### src/rtl/core/fast_sigmoid_activation_unit_assert.svh
// Assertion macros for the RTL; sampled on clock, off during reset.
`ifndef FAST_SIGMOID_ACTIVATION_UNIT_ASSERT_SVH
`define FAST_SIGMOID_ACTIVATION_UNIT_ASSERT_SVH

// Same-cycle implication.
`define FSAU_ASSERT_IMP(label, ante, cons) \
   label: assert property (@(posedge clock) disable iff (reset) (ante) |-> (cons)) \
      else $error("fsau: same-cycle implication failed");

// Next-cycle implication.
`define FSAU_ASSERT_NEXT(label, ante, cons) \
   label: assert property (@(posedge clock) disable iff (reset) (ante) |=> (cons)) \
      else $error("fsau: next-cycle implication failed");

`endif

### src/rtl/core/fsau_pkg.sv
`default_nettype none

package fsau_pkg;

   // Field widths
   localparam int VALUE_W  = 24;
   localparam int RESULT_W = 16;

   // Divider geometry: 16 quotient bits, one per stage
   localparam int QUO_W      = 16;
   localparam int DIV_STAGES = QUO_W;
   localparam int REM_W      = 48;
   localparam int DS_W       = REM_W + QUO_W - 1;

   // Mode codes
   localparam logic FUNC_SIGMOID = 1'b0;
   localparam logic FUNC_DERIV   = 1'b1;

   // Fixed-point one in Q.16
   localparam logic [VALUE_W-1:0] FRAC_ONE = VALUE_W'(32'h0001_0000);

   // Word carried through the divider stages
   typedef struct packed {
      logic             func;
      logic             neg;
      logic [REM_W-1:0] rem;
      logic [DS_W-1:0]  ds;
      logic [QUO_W-1:0] quo;
   } div_word_type;

endpackage

`default_nettype wire

### src/rtl/core/fsau_req_if.sv
`default_nettype none

interface fsau_req_if;
   logic                               valid;
   logic                               ready;
   logic                               func;
   logic signed [fsau_pkg::VALUE_W-1:0] value;

   modport source (output valid, output func, output value, input ready);
   modport sink   (input valid, input func, input value, output ready);
endinterface

`default_nettype wire

### src/rtl/core/fsau_rsp_if.sv
`default_nettype none

interface fsau_rsp_if;
   logic                          valid;
   logic                          ready;
   logic [fsau_pkg::RESULT_W-1:0] result;

   modport source (output valid, output result, input ready);
   modport sink   (input valid, input result, output ready);
endinterface

`default_nettype wire

### src/rtl/core/fsau_div_stage.sv
`default_nettype none

// One restoring-division step: compare, conditional subtract, one quotient bit.
module fsau_div_stage (
   input  wire                          clock,
   input  wire                          reset,
   input  wire                          in_valid,
   input  fsau_pkg::div_word_type       in_word,
   output logic                         up_ready,
   output logic                         out_valid,
   output fsau_pkg::div_word_type       out_word,
   input  wire                          down_ready
);

   logic                   valid_ff;
   fsau_pkg::div_word_type word_ff;
   fsau_pkg::div_word_type word_in;
   logic                   take_ge;

   // Stage takes a word when empty or when its word moves on
   assign up_ready  = !valid_ff || down_ready;
   assign out_valid = valid_ff;
   assign out_word  = word_ff;

   // Trial subtract against the shifted divisor
   always_comb begin
      take_ge       = {{(fsau_pkg::QUO_W-1){1'b0}}, in_word.rem} >= in_word.ds;
      word_in       = in_word;
      word_in.rem   = take_ge ? (in_word.rem - in_word.ds[fsau_pkg::REM_W-1:0])
                              : in_word.rem;
      word_in.ds    = in_word.ds >> 1;
      word_in.quo   = {in_word.quo[fsau_pkg::QUO_W-2:0], take_ge};
   end

   always_ff @(posedge clock) begin
      if (reset) begin
         valid_ff <= 1'b0;
      end else if (up_ready) begin
         valid_ff <= in_valid;
      end
   end

   always_ff @(posedge clock) begin
      if (up_ready && in_valid) begin
         word_ff <= word_in;
      end
   end

endmodule

`default_nettype wire

### src/rtl/core/fast_sigmoid_activation_unit.sv
// Fast sigmoid unit: takes a signed Q7.16 word and a mode bit, returns an unsigned
// Q0.16 word: softsign sigmoid (x/(1+|x|)+1)/2 in sigmoid mode, its derivative
// 1/(2(|x|+1)^2) in derivative mode. Fully pipelined: one word per cycle unless the output is
// held, through 19 register stages (magnitude stage, squaring stage, 16 one-bit division
// stages, output stage). The 16-stage restoring divider sets the latency. Stages advance
// independently, so bubbles close up under back-pressure.
`default_nettype none

`include "fast_sigmoid_activation_unit_assert.svh"

module fast_sigmoid_activation_unit (
   input  wire        clock,
   input  wire        reset,
   fsau_req_if.sink   req,
   fsau_rsp_if.source rsp
);

   // Stage 0: magnitude and denominator
   logic                          s0_valid_ff;
   logic                          s0_ready;
   logic                          s0_func_ff;
   logic                          s0_neg_ff;
   logic [fsau_pkg::VALUE_W-1:0]  s0_mag_ff;
   logic [fsau_pkg::VALUE_W-1:0]  s0_den_ff;
   logic [fsau_pkg::VALUE_W-1:0]  s0_mag_in;

   // Stage 1: square and operand select
   logic                          s1_valid_ff;
   logic                          s1_ready;
   fsau_pkg::div_word_type        s1_word_ff;
   fsau_pkg::div_word_type        s1_word_in;
   logic [2*fsau_pkg::VALUE_W-1:0] s1_sq;

   // Divider chain
   logic                          div_valid [0:fsau_pkg::DIV_STAGES];
   logic                          div_ready [0:fsau_pkg::DIV_STAGES];
   fsau_pkg::div_word_type        div_word  [0:fsau_pkg::DIV_STAGES];

   // Output stage
   logic                          out_valid_ff;
   logic                          out_ready;
   logic                          out_func_ff;
   logic                          out_neg_ff;
   logic [fsau_pkg::RESULT_W-1:0] out_result_ff;
   logic [fsau_pkg::RESULT_W-1:0] out_result_in;
   logic [fsau_pkg::QUO_W:0]      out_diff;
   fsau_pkg::div_word_type        last_word;
   logic                          out_is_deriv;
   logic                          out_is_sig;

   // ---- stage 0 ----
   assign s0_ready  = !s0_valid_ff || s1_ready;
   assign req.ready = s0_ready;
   assign s0_mag_in = req.value[fsau_pkg::VALUE_W-1] ? (~req.value + 1'b1) : req.value;

   always_ff @(posedge clock) begin
      if (reset) begin
         s0_valid_ff <= 1'b0;
      end else if (s0_ready) begin
         s0_valid_ff <= req.valid;
      end
   end

   always_ff @(posedge clock) begin
      if (s0_ready && req.valid) begin
         s0_func_ff <= req.func;
         s0_neg_ff  <= req.value[fsau_pkg::VALUE_W-1];
         s0_mag_ff  <= s0_mag_in;
         s0_den_ff  <= s0_mag_in + fsau_pkg::FRAC_ONE;
      end
   end

   // ---- stage 1: numerator and divisor, divisor aligned to top quotient bit ----
   assign s1_ready = !s1_valid_ff || div_ready[0];
   assign s1_sq    = (2*fsau_pkg::VALUE_W)'(s0_den_ff) * (2*fsau_pkg::VALUE_W)'(s0_den_ff);

   always_comb begin
      s1_word_in.func = s0_func_ff;
      s1_word_in.neg  = s0_neg_ff;
      s1_word_in.quo  = '0;
      if (s0_func_ff == fsau_pkg::FUNC_DERIV) begin
         s1_word_in.rem = {1'b1, {(fsau_pkg::REM_W-1){1'b0}}};
         s1_word_in.ds  = {s1_sq[fsau_pkg::REM_W-1:0], {(fsau_pkg::QUO_W-1){1'b0}}};
      end else begin
         s1_word_in.rem = {{(fsau_pkg::REM_W-fsau_pkg::VALUE_W-fsau_pkg::QUO_W){1'b0}},
                           s0_mag_ff, {fsau_pkg::QUO_W{1'b0}}};
         s1_word_in.ds  = {{(fsau_pkg::REM_W-fsau_pkg::VALUE_W){1'b0}},
                           s0_den_ff, {(fsau_pkg::QUO_W-1){1'b0}}};
      end
   end

   always_ff @(posedge clock) begin
      if (reset) begin
         s1_valid_ff <= 1'b0;
      end else if (s1_ready) begin
         s1_valid_ff <= s0_valid_ff;
      end
   end

   always_ff @(posedge clock) begin
      if (s1_ready && s0_valid_ff) begin
         s1_word_ff <= s1_word_in;
      end
   end

   assign div_valid[0] = s1_valid_ff;
   assign div_word[0]  = s1_word_ff;

   // ---- divider: one quotient bit per stage ----
   for (genvar k = 0; k < fsau_pkg::DIV_STAGES; k++) begin : g_div
      fsau_div_stage u_div_stage (
         .clock      (clock),
         .reset      (reset),
         .in_valid   (div_valid[k]),
         .in_word    (div_word[k]),
         .up_ready   (div_ready[k]),
         .out_valid  (div_valid[k+1]),
         .out_word   (div_word[k+1]),
         .down_ready (div_ready[k+1])
      );
   end

   assign div_ready[fsau_pkg::DIV_STAGES] = out_ready;
   assign last_word = div_word[fsau_pkg::DIV_STAGES];

   // ---- output stage: fold the quotient into the final fraction ----
   assign out_ready = !out_valid_ff || rsp.ready;
   assign out_diff  = {1'b1, {fsau_pkg::QUO_W{1'b0}}} - {1'b0, last_word.quo};

   always_comb begin
      if (last_word.func == fsau_pkg::FUNC_DERIV) begin
         out_result_in = last_word.quo;
      end else if (last_word.neg) begin
         out_result_in = out_diff[fsau_pkg::QUO_W:1];
      end else begin
         out_result_in = {1'b1, last_word.quo[fsau_pkg::QUO_W-1:1]};
      end
   end

   always_ff @(posedge clock) begin
      if (reset) begin
         out_valid_ff <= 1'b0;
      end else if (out_ready) begin
         out_valid_ff <= div_valid[fsau_pkg::DIV_STAGES];
      end
   end

   always_ff @(posedge clock) begin
      if (out_ready && div_valid[fsau_pkg::DIV_STAGES]) begin
         out_result_ff <= out_result_in;
         out_func_ff   <= last_word.func;
         out_neg_ff    <= last_word.neg;
      end
   end

   assign rsp.valid  = out_valid_ff;
   assign rsp.result = out_result_ff;

   // ---- checks ----
   assign out_is_deriv = out_valid_ff && (out_func_ff == fsau_pkg::FUNC_DERIV);
   assign out_is_sig   = out_valid_ff && (out_func_ff == fsau_pkg::FUNC_SIGMOID);

   `FSAU_ASSERT_NEXT(a_accept_fills_s0, req.valid && req.ready, s0_valid_ff)
   `FSAU_ASSERT_IMP(a_deriv_bound, out_is_deriv, out_result_ff <= 16'h8000)
   `FSAU_ASSERT_IMP(a_sig_pos_half, out_is_sig && !out_neg_ff, out_result_ff >= 16'h8000)
   `FSAU_ASSERT_IMP(a_sig_neg_half, out_is_sig && out_neg_ff, out_result_ff <= 16'h8000)

endmodule

`default_nettype wire

### src/flat_wrapper.sv
// flat-port wrapper written by rule: the top's interface ports become plain ports
module fast_sigmoid_activation_unit_flat 
  (clock, reset, req_valid, req_func, req_value, req_ready, rsp_valid, rsp_result, rsp_ready);
  fsau_req_if req_i ();
  fsau_rsp_if rsp_i ();
  input  wire clock;
  input  wire reset;
  input wire logic [$bits(req_i.valid)-1:0] req_valid;
  input wire logic [$bits(req_i.func)-1:0] req_func;
  input wire logic [$bits(req_i.value)-1:0] req_value;
  output wire logic [$bits(req_i.ready)-1:0] req_ready;
  output wire logic [$bits(rsp_i.valid)-1:0] rsp_valid;
  output wire logic [$bits(rsp_i.result)-1:0] rsp_result;
  input wire logic [$bits(rsp_i.ready)-1:0] rsp_ready;
  assign req_i.valid = req_valid;
  assign req_i.func = req_func;
  assign req_i.value = req_value;
  assign req_ready = req_i.ready;
  assign rsp_valid = rsp_i.valid;
  assign rsp_result = rsp_i.result;
  assign rsp_i.ready = rsp_ready;
  fast_sigmoid_activation_unit u_core (.clock(clock), .reset(reset), .req(req_i), .rsp(rsp_i));
endmodule
### config.mk
export PLATFORM = sky130hd
export DESIGN_NAME = fast_sigmoid_activation_unit_flat
export DESIGN_NICKNAME = d
export VERILOG_FILES = /design/src/rtl/core/fsau_pkg.sv /design/src/rtl/core/fsau_req_if.sv /design/src/rtl/core/fsau_rsp_if.sv /design/src/rtl/core/fsau_div_stage.sv /design/src/rtl/core/fast_sigmoid_activation_unit.sv /design/src/flat_wrapper.sv
export VERILOG_INCLUDE_DIRS = /design/src /design/src/rtl/core
export SDC_FILE = /design/constraint.sdc
export NUM_CORES = 2
export LEC_CHECK = 0
export BUFFER_PORTS_ARGS = -buffer_cell sky130_fd_sc_hd__buf_2
export CORE_UTILIZATION = 25
export CTS_CLUSTER_SIZE = 20
export DETAILED_ROUTE_END_ITERATION = 10
export GPL_TIMING_DRIVEN = 0
export SYNTH_ARGS = -nofsm -noshare
export SYNTH_HDL_FRONTEND = slang
export SYNTH_SLANG_ARGS = --single-unit
### constraint.sdc
create_clock -name clock -period 32 [get_ports clock]
set_clock_uncertainty 0.15 [all_clocks]
set_input_delay 6.4 -clock clock [delete_from_list [all_inputs] [get_ports clock]]
set_output_delay 6.4 -clock clock [all_outputs]
set_load 0.02 [all_outputs]
==> flow_summary.ini <==
[status]
status = finished, final reports clean

[finish]
layout.nets = 11400
fin_cells = 16000
layout-drive-gt1-share_pct = 6.45
area_growth_pct = 12.9

[clock_network]
cts-root-buf = clkbuf_16
clock_sinks = 1631
clkTransAtPathRegs_ps = 60
numCtsBuffers = 175
postCtsSetupBuffers = 0
cts_buffer_depth = 4
cts-htree-levels = 4
cts_tree = yes
ctsResizeCount = 0
cts-hold-fix-buffers = 0
clk_latency_ps = 870

[grt]
grt_max_degree = 73
grt_overflow_total = 0
grt_pass1_wl_um = 387000
antenna_found_initial = 4
grt_pass1_vias = 72000
track_usage_pct = 11.1

[worst_setup_path]
r2r-start = u_core.s0_den_ff[9]
crit_chain = buf_2 -> nor2b_1 -> and3_1 -> and3_1 -> nand2_1 -> nor3_2 -> nand3_1 -> nor2_1 -> and2_1 -> and3_1 -> clkbuf_1 -> nand3_1 -> buf_2
arrival_ps = 10720
cp-end-kind = primary output
crit_top_cell = and3_1
worstPathRequired_ps = 25450
slowest_stage = nor3_2
path_buf_inv = 3
r2r_slack_ps = 21990
reg2reg_depth = 29
reg2reg_to = u_core.div_word[2141]
start_kind = input pin
critPathKind = in -> out
cp_slowest_stage_delay_ps = 720
crit_fanout = 6
critPathTopFamily = simple AND/OR/NAND/NOR gates

[timing]
grt_setup_unrepaired = false
drv_slew = 0
fin_setup_tns_ps = 0
finalCritPeriodShare_pct = 54.0
period_needed_ps = 17270
worstMarginPinSlew_ps = 1360
setup_violations = 0
max_slew_margin_pct = 8.42
hold_viol_final = 0
timing.fmax_mhz = 57.9

[run]
cap_violations = 0

[logic_synthesis]
yosys.area.top_type = edfxtp_1
ys_ff_latch = 1631
synth-seq-area-share_pct = 45.5
synth_ff_type = edfxtp_1
syn_avg_cell_area_um2 = 10.9
synth_area_leaders = edfxtp_1 (45%), ha_1 (9.5%), fa_1 (8.4%), inv_1 (4.8%), o21ai_0 (3.0%)
synth.top_cell.area_share_pct = 45.1
yosys-top-cells-count = edfxtp_1 (1612), inv_1 (1380), nand2_1 (846)
yosys_warnings = 0
synth_edf_count = 1612
ys_types = 104
yosysMostFrequentCell = edfxtp_1
synthArstFlopShare_pct = 0
syn_nets = 11200
synthCells = 9877
netlist_area_um2 = 107000

[floorplanning]
io_pins = 47
core_area_um2 = 427000
rows = 240
die_area_um2 = 432000
fp.dieW_um = 657
die_y_um = 657
start_util_pct = 25.1

[route]
vias = 70300
postRouteAntennaNets = 0
via_per_inst = 4.41
routed_wl_um = 243000
detail_route.wl_per_cell_um = 15.3
drcViolationCount = 0
drt_iter0_drc = 4144
dr.pass1.iters = 6

[placement]
io_buffers = 44
dp_cells = 15700
dp_hpwl_um = 194000
place_congestion = 0.912

[hold_path]
whs_path_depth = 0
hp-start = u_core.g_div[4].u_div_stage.out_word[58]
min_to = u_core.g_div[5].u_div_stage.out_word[57]
min_path_type = reg -> reg
## how the worst max path moves through the flow
stage | start | end | slack [ps] | cells past startpoint
after floorplan | rsp_ready | u_core.g_div[13].u_div_stage.out_word[0] | 16450 | 3
after global placement | rsp_ready | u_core.g_div[13].u_div_stage.out_word[12] | 12610 | 4
after detailed placement | rsp_ready | req_ready | 14010 | 13
after CTS | rsp_ready | req_ready | 13990 | 13
after global routing | rsp_ready | req_ready | 14250 | 13
final | rsp_ready | req_ready | 14730 | 13
## layout by cell type (no fill, tap or decap), types with 48 or more instances in the layout
| cell type | instances |
|---|---|
| edfxtp_1 | 1612 |
| inv_1 | 1380 |
| nand2_1 | 846 |
| ha_1 | 816 |
| o21ai_0 | 640 |
| a21oi_1 | 569 |
| fa_1 | 448 |
| nor2_1 | 383 |
| a21o_1 | 364 |
| xnor2_1 | 353 |
| xor2_1 | 259 |
| clkbuf_1 | 224 |
| and2_1 | 185 |
| mux2_2 | 179 |
| clkbuf_16 | 179 |
| nand2b_1 | 128 |
| nand3_1 | 128 |
| nor2b_1 | 111 |
| nor3_1 | 107 |
| nand4_1 | 98 |
| o21a_1 | 94 |
| buf_2 | 92 |
| o21bai_1 | 74 |
| a31oi_1 | 72 |
| and3_1 | 69 |
| o21ai_1 | 55 |
| nor4_1 | 49 |
| a211oi_1 | 48 |
## layer usage
layer | up-vias | share of wire (%) | GRT usage [%]
met3 | 499 | 3.7 | 1.52
met1 | 33200 | 43 | 13.1
li1 | 35300 | - | -
met5 | - | 0 | 0
met4 | 0 | 4.6 | 4.64
met2 | 1328 | 49 | 20.0
## per-stage QoR
stage	worst slack [ps]	hold slack (ps)	instance area [um2]	util, %
global route	14250	232	121000	28.3
CTS	13990	216	121000	28.3
finish	14730	223	121000	28.3
floorplan	16450	250	107000	-
global placement	12610	253	115000	26.8
detailed placement	14010	255	116000	27.1
## flip-flops by register name (all words and copies together) (netlist names), 8 cells and up
| register | flops |
|---|---|
| u_core.div_word | 74 |
| u_core.g_div.u_div_stage.out_valid | 16 |
| u_core.g_div.u_div_stage.out_word | 1488 |
| u_core.rsp.result | 16 |
| u_core.s0_den_ff | 24 |
| u_core.s0_mag_ff | 8 |
## kinds of logic (layout without fill, tap and decap cells)
logic type      count (synthesis)  after routing  share of synthesized area (%)
compound gates               2270           2270                           13.3
xor+xnor                      612            612                           5.00
fa+ha+maj                    1264           1264                           17.9
buf+inv                      1626           2013                           5.80
flops                        1631           1631                           45.5
mux                           234            234                           2.44
other cells                     0              2                              0
simple gates                 2240           2240                           10.1
## layout make-up
class                      instances  area, um2
clock buffer                     219       4650
fill                           44100     306000
clock inverter                    80        793
timing repair buffer              88       1080
inverter                        1381       5180
tap                             5687       7120
multi-input combinational       6620      52400
antenna                            2       5.00
sequential                      1631      48800
buffer                           245       1030
Power is left out: the tool's default activity adds up to more than one toggle a clock period on the data nets, which glitch-free logic cannot reach.
